### config.mk
export PLATFORM = sky130hd
export DESIGN_NAME = two_class_age_ordered_fifo
export DESIGN_NICKNAME = d
export VERILOG_FILES = /design/src/tcaof_pkg.sv /design/src/two_class_age_ordered_fifo.sv /design/src/tcaof_queue.sv
export VERILOG_INCLUDE_DIRS = /design/src /design/src/src
export SDC_FILE = /design/constraint.sdc
export NUM_CORES = 1
export LEC_CHECK = 0
export BUFFER_PORTS_ARGS = -buffer_cell sky130_fd_sc_hd__buf_2
export CAP_MARGIN = 40
export CORE_MARGIN = 1.5
export CORE_UTILIZATION = 60
export DETAILED_ROUTE_END_ITERATION = 7
export PLACE_DENSITY = 0.81
export REMOVE_ABC_BUFFERS = 1
export SLEW_MARGIN = 10
export SYNTH_ARGS = -nofsm -noshare
export SYNTH_HDL_FRONTEND = slang
export SYNTH_SLANG_ARGS = --single-unit
export TNS_END_PERCENT = 50
### constraint.sdc
create_clock -name clk_i -period 16.3 [get_ports clk_i]
set_clock_uncertainty 0.1 [all_clocks]
set_input_delay 0.815 -clock clk_i [delete_from_list [all_inputs] [get_ports clk_i]]
set_output_delay 0.815 -clock clk_i [all_outputs]
set_load 0.03 [all_outputs]
### src/two_class_age_ordered_fifo_defines.svh
// Assertion helpers shared by the queue and the top level
`ifndef TWO_CLASS_AGE_ORDERED_FIFO_DEFINES_SVH
`define TWO_CLASS_AGE_ORDERED_FIFO_DEFINES_SVH

// Check a property on every clock edge outside reset
`define TCAOF_ASSERT(lbl, prop, msg) \
  lbl: assert property (@(posedge clk_i) disable iff (!rst_ni) (prop)) else $error(msg);

// Check a property on every clock edge, reset included
`define TCAOF_ASSERT_ALWAYS(lbl, prop, msg) \
  lbl: assert property (@(posedge clk_i) (prop)) else $error(msg);

`endif

### src/tcaof_pkg.sv
`timescale 1ns / 1ps
`default_nettype none

package tcaof_pkg;

  typedef enum logic [1:0] {
    TAKE_OLDEST      = 2'd0,
    TAKE_POSITIVE    = 2'd1,
    TAKE_NONPOSITIVE = 2'd2
  } take_kind_e;

  typedef struct packed {
    logic empty;
    logic full;
  } q_status_t;

endpackage

`default_nettype wire

### src/two_class_age_ordered_fifo.sv
// Two-class age-ordered FIFO.
// Input channel (in_valid_i / in_ready_o) carries one item: action_i = 1
// enqueues item_value_i, stamped with the next arrival count; a positive
// value joins the positive queue, zero or negative the nonpositive queue.
// action_i = 0 dequeues per take_kind_i: oldest head of both queues,
// the positive queue, or the nonpositive queue (code 3 acts as nonpositive).
// Output channel (out_valid_o / out_ready_i) carries taken_value_o, sent
// only when a dequeue removes a nonzero value. Enqueues into a full queue,
// dequeues from an empty queue and dequeued zeros give no result.
// An accepted item is held in the input register; when it advances it is
// processed and its result is registered in the output register.
// Throughput: one item per cycle while no result waits; each queue keeps
// its head entry in a registered read port of its store, refilled every
// cycle with write forwarding, so back-to-back dequeues do not stall.
// Reset: both queues empty, arrival counter zero, no result pending.
// Stall: a waiting result holds; one more item is taken into the input
// register, then in_ready_o drops until the result is taken.
`timescale 1ns / 1ps
`default_nettype none

`include "two_class_age_ordered_fifo_defines.svh"

module two_class_age_ordered_fifo #(
  parameter int DEPTH       = 16,
  parameter int VALUE_WIDTH = 16,
  parameter int STAMP_WIDTH = 16
) (
  input  wire logic                          clk_i,
  input  wire logic                          rst_ni,
  input  wire logic                          in_valid_i,
  output logic                               in_ready_o,
  input  wire logic                          action_i,
  input  wire logic signed [VALUE_WIDTH-1:0] item_value_i,
  input  wire logic        [1:0]             take_kind_i,
  output logic                               out_valid_o,
  input  wire logic                          out_ready_i,
  output logic signed      [VALUE_WIDTH-1:0] taken_value_o
);

  localparam int EW = VALUE_WIDTH + STAMP_WIDTH;

  logic                   s1_valid_q;
  logic                   s1_action_q;
  logic [VALUE_WIDTH-1:0] s1_value_q;
  logic [1:0]             s1_kind_q;
  logic                   s1_advance;

  logic [STAMP_WIDTH-1:0] stamp_q, stamp_d;
  logic                   out_valid_q;
  logic [VALUE_WIDTH-1:0] out_value_q;

  tcaof_pkg::q_status_t   pos_status, neg_status;
  logic [EW-1:0]          pos_head, neg_head;
  logic [EW-1:0]          wdata;
  logic                   is_pos;
  logic                   push_pos, push_neg;
  logic                   pop_pos, pop_neg;
  logic                   take_pos;
  logic [STAMP_WIDTH-1:0] stamp_diff;
  logic [VALUE_WIDTH-1:0] got;
  logic                   emit;

  assign s1_advance = s1_valid_q && (!out_valid_q || out_ready_i);
  assign in_ready_o = !s1_valid_q || s1_advance;

  always_comb begin
    stamp_d    = stamp_q + 1'b1;
    wdata      = {s1_value_q, stamp_d};
    is_pos     = (s1_value_q != '0) && !s1_value_q[VALUE_WIDTH-1];
    push_pos   = s1_advance && s1_action_q && is_pos && !pos_status.full;
    push_neg   = s1_advance && s1_action_q && !is_pos && !neg_status.full;
    stamp_diff = pos_head[STAMP_WIDTH-1:0] - neg_head[STAMP_WIDTH-1:0];
    case (s1_kind_q)
      tcaof_pkg::TAKE_OLDEST: begin
        if (pos_status.empty) begin
          take_pos = 1'b0;
        end else if (neg_status.empty) begin
          take_pos = 1'b1;
        end else begin
          take_pos = stamp_diff[STAMP_WIDTH-1];
        end
      end
      tcaof_pkg::TAKE_POSITIVE: take_pos = 1'b1;
      default:                  take_pos = 1'b0;
    endcase
    pop_pos = s1_advance && !s1_action_q && take_pos && !pos_status.empty;
    pop_neg = s1_advance && !s1_action_q && !take_pos && !neg_status.empty;
    got     = pop_pos ? pos_head[EW-1:STAMP_WIDTH] : neg_head[EW-1:STAMP_WIDTH];
    emit    = (pop_pos || pop_neg) && (got != '0);
  end

  tcaof_queue #(
    .DEPTH(DEPTH),
    .WIDTH(EW)
  ) u_pos_queue (
    .clk_i   (clk_i),
    .rst_ni  (rst_ni),
    .push_i  (push_pos),
    .wdata_i (wdata),
    .pop_i   (pop_pos),
    .status_o(pos_status),
    .head_o  (pos_head)
  );

  tcaof_queue #(
    .DEPTH(DEPTH),
    .WIDTH(EW)
  ) u_neg_queue (
    .clk_i   (clk_i),
    .rst_ni  (rst_ni),
    .push_i  (push_neg),
    .wdata_i (wdata),
    .pop_i   (pop_neg),
    .status_o(neg_status),
    .head_o  (neg_head)
  );

  always_ff @(posedge clk_i or negedge rst_ni) begin
    if (!rst_ni) begin
      s1_valid_q  <= 1'b0;
      stamp_q     <= '0;
      out_valid_q <= 1'b0;
    end else begin
      if (in_ready_o) begin
        s1_valid_q <= in_valid_i;
      end
      if (s1_advance && s1_action_q) begin
        stamp_q <= stamp_d;
      end
      if (s1_advance) begin
        out_valid_q <= emit;
      end else if (out_ready_i) begin
        out_valid_q <= 1'b0;
      end
    end
  end

  always_ff @(posedge clk_i) begin
    if (in_ready_o && in_valid_i) begin
      s1_action_q <= action_i;
      s1_value_q  <= item_value_i;
      s1_kind_q   <= take_kind_i;
    end
    if (s1_advance && emit) begin
      out_value_q <= got;
    end
  end

  assign out_valid_o   = out_valid_q;
  assign taken_value_o = out_value_q;

  `TCAOF_ASSERT(a_nonzero_out, out_valid_o |-> taken_value_o != '0, "zero value emitted")
  `TCAOF_ASSERT(a_single_op, $onehot0({push_pos, push_neg, pop_pos, pop_neg}),
                "more than one queue operation in a cycle")
  `TCAOF_ASSERT(a_stall_hold, out_valid_o && !out_ready_i |=> out_valid_o && $stable(taken_value_o),
                "waiting result changed")

endmodule

`default_nettype wire

### src/tcaof_queue.sv
`timescale 1ns / 1ps
`default_nettype none

`include "two_class_age_ordered_fifo_defines.svh"

module tcaof_queue #(
  parameter int DEPTH = 16,
  parameter int WIDTH = 32
) (
  input  wire logic                    clk_i,
  input  wire logic                    rst_ni,
  input  wire logic                    push_i,
  input  wire logic [WIDTH-1:0]        wdata_i,
  input  wire logic                    pop_i,
  output tcaof_pkg::q_status_t         status_o,
  output logic      [WIDTH-1:0]        head_o
);

  localparam int IW = (DEPTH > 1) ? $clog2(DEPTH) : 1;
  localparam int CW = $clog2(DEPTH + 1);

  logic [WIDTH-1:0] mem_q [DEPTH];
  logic [WIDTH-1:0] rd_q;
  logic [IW-1:0]    head_q, head_d;
  logic [IW-1:0]    tail_q, tail_d;
  logic [CW-1:0]    count_q, count_d;

  assign status_o.empty = (count_q == '0);
  assign status_o.full  = (count_q == CW'(DEPTH));
  assign head_o         = rd_q;

  always_comb begin
    head_d = head_q;
    tail_d = tail_q;
    if (pop_i) begin
      head_d = (head_q == IW'(DEPTH - 1)) ? '0 : head_q + 1'b1;
    end
    if (push_i) begin
      tail_d = (tail_q == IW'(DEPTH - 1)) ? '0 : tail_q + 1'b1;
    end
    case ({push_i, pop_i})
      2'b10:   count_d = count_q + 1'b1;
      2'b01:   count_d = count_q - 1'b1;
      default: count_d = count_q;
    endcase
  end

  always_ff @(posedge clk_i or negedge rst_ni) begin
    if (!rst_ni) begin
      head_q  <= '0;
      tail_q  <= '0;
      count_q <= '0;
    end else begin
      head_q  <= head_d;
      tail_q  <= tail_d;
      count_q <= count_d;
    end
  end

  // Write at the tail; read the next head, forwarding a same-cycle write
  always_ff @(posedge clk_i) begin
    if (push_i) begin
      mem_q[tail_q] <= wdata_i;
    end
    if (push_i && (tail_q == head_d)) begin
      rd_q <= wdata_i;
    end else begin
      rd_q <= mem_q[head_d];
    end
  end

  `TCAOF_ASSERT(a_no_pop_empty, pop_i |-> !status_o.empty, "pop from empty queue")
  `TCAOF_ASSERT(a_no_push_full, push_i && !pop_i |-> !status_o.full, "push into full queue")
  `TCAOF_ASSERT(a_count_up, push_i && !pop_i |=> count_q == $past(count_q) + 1'b1,
                "count did not advance on push")
  `TCAOF_ASSERT(a_count_range, count_q <= CW'(DEPTH), "count beyond depth")

endmodule

`default_nettype wire
==> reports/summary.md, run 1 <==
After synthesis, the share of flip-flops with an asynchronous set or reset is 3.960%. The synthesized instance count is 1,874. The die outline height came out at 270.8 um.

The delay of the slowest critical-path stage works out to 0.82 ns. The power density over the cells came out at 168.5 nW/um^2. The number of failing hold endpoints at the final stage was 0. Parity-gate share of the synthesized area counting xor and xnor cells: 0.9363%. Of the available clock period, the critical path in the final layout requires 47.24%.

The number of cells on the worst reg-to-reg path is 24. The proportion of synthesized chip area in sequential cells was 76.83%; the number of DRC violations after detailed routing was 0. The run gives 0 as the number of warnings reported in the yosys synthesis log. The worst path required time is 16.79 ns. The total number of nets in the final design was 2,078. The main combinational cell family by area after synthesis is multiplexers. The critical path endpoint category was a register. The count of final setup violators was 0. The tools report the via count of the first global-routing pass as 22,150. For this configuration, the core starts out at a cell density of 60.40%.

The post-place setup slack is 8.704 ns. The die is 270.8 um wide. STA classifies the critical path startpoint as a register. The clock reaches the later pin of the worst-skew pair after 0.66 ns. In this run the tightest slew margin relative to its limit is 34.55%. The final period demand of the worst path was 7.700 ns.

IR analysis of the VDD net gives a maximum drop of 204.0 uV. The first global-routing pass estimated 153,700 um of wire. After synthesis the netlist holds a flip-flop and latch count of 1,111. The slowest stage of the critical path belongs to the cell sky130_fd_sc_hd__o31ai_2. Traced cell by cell, the critical path runs through buf_12 > buf_4 > buf_12 > buf_4 > mux4_2 > mux4_2 > ha_1 > a21o_1 > a21o_1 > a21oi_1 > o221ai_1 > o31ai_2 > or2_4 > inv_2 > ha_1 > xor2_1 > ha_1 > nor2_1 > a22oi_1 > nor2_1 > a21oi_1 > o22a_1 > nor2_1 > xor2_1.

TritonCTS built the clock tree. Setup repair after global routing left no endpoint under its margin. The worst setup path is of the reg -> reg kind.

Leaving out fill and tap cells, the most frequent cell in the layout is sky130_fd_sc_hd__edfxtp_1. The detailed-route vias per instance was 6.983. The total iterations of the first detailed-routing run came out at 5.

The worst path meets setup with 8.600 ns of slack. The total wirelength of the detailed-routed design is 107,300 um. The synthesized-area fraction occupied by ao, oa, aoi and oai cells is 1.026%, and the number of top-level pins is 41.

The clock slew seen by the registers of the worst setup and hold paths was 0.06 ns. Entering global routing, the biggest net connects 50 pins. The synthesized netlist devotes 1.817% of its cell area to simple gates. The count of flip-flops with a built-in enable after synthesis works out to 1,059.

The cell at the root of the clock tree was sky130_fd_sc_hd__clkbuf_16. The maximum buffer depth of the clock tree is 3, and the fraction of synthesized cell area taken by the top area cell type is 73.90%. After detailed routing, the average wire length per cell comes to 35.14 um.

The tools report the number of clock buffers inserted by TritonCTS as 100. The top cell types in the final layout, fill and taps aside, are sky130_fd_sc_hd__edfxtp_1, sky130_fd_sc_hd__mux4_2, sky130_fd_sc_hd__clkbuf_16. The count of max-cap constraint violations was 0. From synthesis to final layout, the design area changed by 13.06%. The number of buffers and inverters on the critical path is 5. The routed layout has 21,320 vias.

The dominant cell type by area after synthesis is sky130_fd_sc_hd__edfxtp_1. Routability-driven placement finished with a final weighted congestion of 0.8135. For the final routed database, the setup TNS stands at 0 ns.

The primary flip-flop cell chosen by synthesis mapping is sky130_fd_sc_hd__edfxtp_1. The H-tree generated during clock tree synthesis spans 3 levels. Family of cells with the greatest summed delay on the critical path: compound AO/OA/AOI/OAI gates.

For the pin with the worst max-slew slack, the measured transition is 0.9728 ns. First-iteration detailed-routing DRC count: 3,497. Input and output buffers added on the ports amount to 40.

Detailed placement ended at an HPWL of 53,760 um. The maximum net fanout on the critical path works out to 32. The number of stages on the worst setup path is 24.

After global routing the overflow that remains totals 0. CTS saw 1,111 sinks. After synthesis, the share of cell area in mux cells is 17.25%. The die covers 73,330 sq um.

The core area is 71,240 sq um. The netlist uses 53 different library cells. The tools report the count of fill cells added during filler insertion as 3,910. The post-synth design cell area is 43,030 sq um. STA puts the critical path data arrival time at 8.18 ns. After synthesis, the mean cell area works out to 22.96 sq um. In this run the remaining antenna-violating nets after routing total 0.

Of the cells placed in the final design, the portion with a size suffix greater than 1 is 31.81%. The number of cells traversed by the worst hold path was 1; the final max-slew violation count was 0. After floorplanning, the core was divided into 98 placement rows. The number of antenna diodes in the final layout is 0. The adder-cell area share of the yosys netlist was 0.9770%; the fmax was 0.1299 GHz.

The min-delay analysis places its worst path in the category in -> reg. The flow ran to the end, and the final reports show no timing, DRC or antenna violations. In this run the static leakage power is 15.36 nW.

The global-route usage over all layers is 29.80%. By area the synthesized netlist is led by sky130_fd_sc_hd__edfxtp_1, sky130_fd_sc_hd__mux4_2, sky130_fd_sc_hd__dfrtp_1. The run gives 1 as the initial antenna violation count.
[through the flow]
stage | util [%] | instance area (sq um) | std cells | hold slack (ns) | power (mW)
floorplan | - | 42650 | 1790 | 0.3633 | 5.161
global placement | 62.94 | 44840 | 2840 | 0.3810 | 5.584
detailed placement | 63.52 | 45250 | 2867 | 0.3831 | 5.734
CTS | 68.21 | 48600 | 3051 | 0.2062 | 8.189
global route | 68.29 | 48650 | 3053 | 0.2247 | 8.421
finish | 68.29 | 48650 | 3053 | 0.2297 | 8.198
[power breakdown]
group	switching [mW]	total [mW]	internal, mW
Clock	1.02	2.40	1.38
Combinational	1.21	2.21	1.00
Sequential	0.198	3.58	3.38
[Yosys cell counts, types with 9 or more instances]
cell                       number
sky130_fd_sc_hd__mux4_2       310
sky130_fd_sc_hd__buf_2         26
sky130_fd_sc_hd__a211oi_1      10
sky130_fd_sc_hd__xnor2_1       23
sky130_fd_sc_hd__nor4_1        13
sky130_fd_sc_hd__nor2_1        44
sky130_fd_sc_hd__buf_1          9
sky130_fd_sc_hd__clkbuf_1      43
sky130_fd_sc_hd__ha_1          32
sky130_fd_sc_hd__nand2_1       38
sky130_fd_sc_hd__mux2_4        17
sky130_fd_sc_hd__mux2i_1       13
sky130_fd_sc_hd__edfxtp_1    1059
sky130_fd_sc_hd__xor2_1        23
sky130_fd_sc_hd__inv_1         29
sky130_fd_sc_hd__a21oi_1       17
sky130_fd_sc_hd__dfrtp_1       44
sky130_fd_sc_hd__nand3_1       14
sky130_fd_sc_hd__a21o_1         9
sky130_fd_sc_hd__nor2b_1       12
sky130_fd_sc_hd__nor3_1        11
[cells by family after synthesis]
group	Yosys count
AO/OA/AOI/OAI	63
XOR/XNOR	46
adder cells (fa/ha/maj)	33
buffers and inverters	115
flip-flops	1111
multiplexers	345
AND/OR/NAND/NOR	161
[flip-flops by register name, indices dropped and copies added (netlist names), 2 cells and up, named ones only]
signal and count:
u_neg_queue.tail_q 4, u_pos_queue.head_q 4, u_pos_queue.tail_q 4, u_neg_queue.mem_q 512, s1_kind_q 2, u_pos_queue.count_q 5, stamp_q 16, u_neg_queue.count_q 5
s1_value_q 16, taken_value_o 16, u_pos_queue.mem_q 512, u_neg_queue.head_q 4
[layer usage]
metal | GRT usage (%) | part of all wire, % | wire length, um
met3 | 5.432 | 11 | 11480
met1 | 38.83 | 34 | 36180
met4 | 14.63 | 5.2 | 5540
met2 | 49.05 | 50 | 54090
met5 | 0 | 0 | 0
[final timing paths]
kind | from | end | slack, ns
max in group asynchronous | rst_ni | stamp_q[11] | 15.05
min in group asynchronous | rst_ni | u_pos_queue.count_q[1] | 0.50
hold reg to reg | u_neg_queue.count_q[4] | u_neg_queue.count_q[4] | 0.39
hold / removal | item_value_i[11] | s1_value_q[11] | 0.23
setup / recovery | register | u_pos_queue.count_q[4] | 8.60
setup reg to reg | register | u_pos_queue.count_q[4] | 8.60
[repair_timing]
item	CTS	global route
setup buffers	0	0
hold buffers	1	0
endpoints found under the hold margin	12	0
gates resized for setup	0	0
[cell type report]
| cell class | count | area, sq um | share of cell area, % |
|---|---|---|---|
| flip-flops and latches | 1111 | 33090 | 68.01 |
| multi-input cells | 648 | 9799 | 20.14 |
| repair buffers | 130 | 1127 | 2.317 |
| clock buffers | 125 | 2710 | 5.571 |
| inverters | 31 | 116.4 | 0.2392 |
| clock inverters | 58 | 623.1 | 1.281 |
| well taps | 950 | 1189 | 2.443 |
No activity file was read; power rests on OpenSTA's default activity.
==> run 2, diff against run 1 <==
--- a/config.mk
+++ b/config.mk
@@ -9,7 +9,7 @@
 export BUFFER_PORTS_ARGS = -buffer_cell sky130_fd_sc_hd__buf_2
 export CAP_MARGIN = 40
 export CORE_MARGIN = 1.5
-export CORE_UTILIZATION = 60
+export CORE_UTILIZATION = 57
 export DETAILED_ROUTE_END_ITERATION = 7
 export PLACE_DENSITY = 0.81
 export REMOVE_ABC_BUFFERS = 1
==> constraint.sdc (replaced) <==
create_clock -name clk_i -period 6.5 [get_ports clk_i]
set_clock_uncertainty 0.1 [all_clocks]
set_input_delay 0.325 -clock clk_i [delete_from_list [all_inputs] [get_ports clk_i]]
set_output_delay 0.325 -clock clk_i [all_outputs]
set_load 0.03 [all_outputs]
==> run 2 against run 1 <==
Net effect:
- final area grew 1.1%
- final cell count grew 2.1%
- wire length shrank 3.2%
- worst hold slack lost 0.023 ns
- via count shrank 1.3%
- clock power grew to 2.6 times the previous value
- first-iteration DRC count shrank 21%
- non-clock buffer count grew 37
- sequential cell count is the same
- setup slack lost 8.2 ns
- largest cell class unchanged
==> reports/summary.md, run 2 (synthesis gave the netlist of run 1 again) <==
The pre-antenna-repair detailed-routing pass consisted of 5 iterations. The flow ran to the end, and the final reports show no timing, DRC or antenna violations. The total vias in the final route was 21,050. The die outline height was 277.8 um; the number of placed instances, taps included was 2,902. The type of the tightest min-delay check is in -> async.

41 I/O pins were placed. The final total negative setup slack is 0 ns, and the number of cell rows is 100. At the end of routability-driven placement, the weighted congestion stood at 0.8255.

The library cell used most frequently in the layout, excluding fill and tap cells, is sky130_fd_sc_hd__edfxtp_1. Along the worst path, the maximum fanout reaches 17. The startpoint type of the worst setup path was a register. Gates resized during post-CTS repair numbered 0.

Initial antenna violation count: 2. The number of buffers inserted by post-CTS setup repair was 0; the maximum level of the CTS H-tree was 3. The final period demand of the worst path works out to 6.055 ns. Based on the critical path, the design can be clocked at up to 0.1651 GHz. The clock slew seen by the registers of the worst setup and hold paths works out to 0.06 ns. Relative to the synthesized area, the layout overhead comes to 14.28%. Measured against its own limit, the worst slew margin works out to 42.47%.

For this run the aggregate overflow at the end of global routing stands at 0. After routing the design area is 49,170 sq um. In this run the tool buffered the top-level ports with 40 buffer cells. Critical path endpoint category: a register. Summed over all nets, the half-perimeter wirelength after detailed placement is 55,420 um.

The logs give 2,772 for the first-iteration detailed-routing DRC count and 151,600 um for the global-route wire length before repair. The tree is rooted in a sky130_fd_sc_hd__clkbuf_16. Counting the buffers created by CTS gives 104. At the worst endpoint, the arrival time is 6.49 ns. The logs give 4,431 for the count of fill cells added during filler insertion and 15.61 nW for the leakage dissipation.

The die covers 77,150 sq um. The proportion of layout cells with a drive suffix above 1 works out to 32.06%. The library cells used most frequently in the layout, excluding fill and tap cells, are sky130_fd_sc_hd__edfxtp_1, sky130_fd_sc_hd__mux4_2, sky130_fd_sc_hd__clkbuf_16. For the via count of the first global-routing pass, the log shows 22,060. The run gives 74,570 sq um as the core area. The final worst-path cycle share works out to 93.16%. In the final design database the tool counted 2,119 nets. The post-detailed-route wirelength per cell is 33.32 um.

The clock net sink count is 1,111. For the final max-slew violation count, the log shows 0. The tools report the starting utilization of the core area as 57.70%.

The remaining number of nets flagged by the antenna check after routing is 0, and the die width is 277.8 um. Global routing used 27.58% of the available tracks. The largest registers in the layout are u_neg_queue.mem_q: 512 flops, u_pos_queue.mem_q: 512 flops. The capture instance of the worst register-to-register path is u_pos_queue.count_q[4]. The tools report the number of failing hold endpoints at the final stage as 0. Max-cap violations in this run came to 0. The worst path required time came out at 6.94 ns.

IR analysis of the VDD net gives a maximum drop of 275.5 uV. The number of antenna diodes in the final layout is 0. In this run the power density over the cells is 418.0 nW/um^2. After detailed placement, the total cell area comes to 45,490 sq um. The tools report the hold-fix buffer count after cts as 23. The critical path in this run is classified as reg -> reg. Entering global routing, the biggest net connects 49 pins. The maximum buffer depth of the clock tree is 3, and the count of final setup violators is 0. For this run, design rule violations remaining after detail routing come to 0. The insertion delay to the later sink of the worst-skew pair is 0.66 ns.

TritonCTS built the clock tree. The run gives 0.44 ns as the setup slack of the most critical reg-to-reg path. In the routed layout, each cell is associated on average with a via count of 6.750. The depth of the worst register-to-register path works out to 23.

Setup repair after global routing left no endpoint under its margin. The final cell count without fillers is 3,118, and the total wirelength of the detailed-routed design is 103,900 um. The slew at the pin closest to its max-slew limit was 0.8629 ns.
## run 2: changes by cell type in the layout (fill, tap and decap cells not counted), moves of 2 or more
cell | previous run | this run
sky130_fd_sc_hd__buf_12 | 4 | 8
sky130_fd_sc_hd__clkbuf_8 | 5 | 1
sky130_fd_sc_hd__buf_2 | 44 | 42
sky130_fd_sc_hd__clkbuf_1 | 17 | 15
sky130_fd_sc_hd__dlygate4sd3_1 | 1 | 23
sky130_fd_sc_hd__buf_6 | 3 | 5
sky130_fd_sc_hd__clkinv_1 | 16 | 22
sky130_fd_sc_hd__clkinv_2 | 19 | 24
sky130_fd_sc_hd__clkinvlp_4 | 8 | 6
sky130_fd_sc_hd__clkbuf_16 | 103 | 109
sky130_fd_sc_hd__buf_4 | 60 | 70
## run 2: worst max-delay path: stages (launching register included)
cell                       delay, ns
sky130_fd_sc_hd__dfxtp_1        0.83
sky130_fd_sc_hd__inv_2          0.43
sky130_fd_sc_hd__buf_16         0.30
sky130_fd_sc_hd__mux4_2         0.47
sky130_fd_sc_hd__ha_1           0.32
sky130_fd_sc_hd__a21o_1         0.18
sky130_fd_sc_hd__a21o_1         0.19
sky130_fd_sc_hd__a211oi_1       0.37
sky130_fd_sc_hd__o221ai_1       0.34
sky130_fd_sc_hd__o21ai_1        0.26
sky130_fd_sc_hd__o31ai_2        0.10
sky130_fd_sc_hd__buf_4          0.18
sky130_fd_sc_hd__or2_4          0.25
sky130_fd_sc_hd__inv_2          0.08
sky130_fd_sc_hd__ha_1           0.29
sky130_fd_sc_hd__xor2_1         0.22
sky130_fd_sc_hd__ha_1           0.28
sky130_fd_sc_hd__nor2_1         0.07
sky130_fd_sc_hd__a22oi_1        0.16
sky130_fd_sc_hd__nor2_1         0.06
sky130_fd_sc_hd__a21oi_1        0.12
sky130_fd_sc_hd__o22a_1         0.14
sky130_fd_sc_hd__nor2_1         0.04
sky130_fd_sc_hd__xor2_1         0.14
## run 2: metrics by stage
stage	setup WS (ns)	hold WS, ns	utilization [%]	power [mW]
floorplan	-3.337	-0.07059	-	12.94
global placement	0.8484	0.3643	60.37	14.05
detailed placement	0.7061	0.3797	61.01	14.35
CTS	0.5736	0.2071	65.92	20.59
global route	0.2194	0.2419	65.94	21.18
finish	0.4448	0.2069	65.94	20.56
## run 2: area by class of cell
cell class	count	area [sq um]	share of cell area, %
multi-input cells	648	9799	19.93
inverters	31	116.4	0.2366
clock inverters	67	636.9	1.295
repair buffers	167	1525	3.102
clock buffers	125	2798	5.689
flip-flops and latches	1111	33090	67.28
well taps	969	1212	2.466
## run 2: worst max-delay path by stage
stage	from	endpoint	slack, ns	cells past startpoint
after CTS	register	u_pos_queue.count_q[4]	0.57	23
after global routing	register	u_pos_queue.count_q[4]	0.22	23
after detailed placement	register	u_pos_queue.count_q[4]	0.71	24
after floorplan	register	taken_value_o[0]	-3.34	11
after global placement	register	u_neg_queue.count_q[4]	0.85	22
final	register	u_pos_queue.count_q[4]	0.44	23
## run 2: where the power goes
part,switching (mW),leakage [nW],internal (mW)
Sequential,0.569,9.94,8.49
Clock,2.61,1.68,3.54
Combinational,2.83,3.99,2.52
## run 2: layer usage
metal / vias to the layer above / global-route usage, % / routed length [um]
met5: - / 0 / 13
li1: 8269 / - / -
met3: 234 / 5.087 / 9919
met2: 1403 / 46.37 / 53450
met1: 11140 / 36.56 / 36980
met4: 2 / 9.850 / 3534
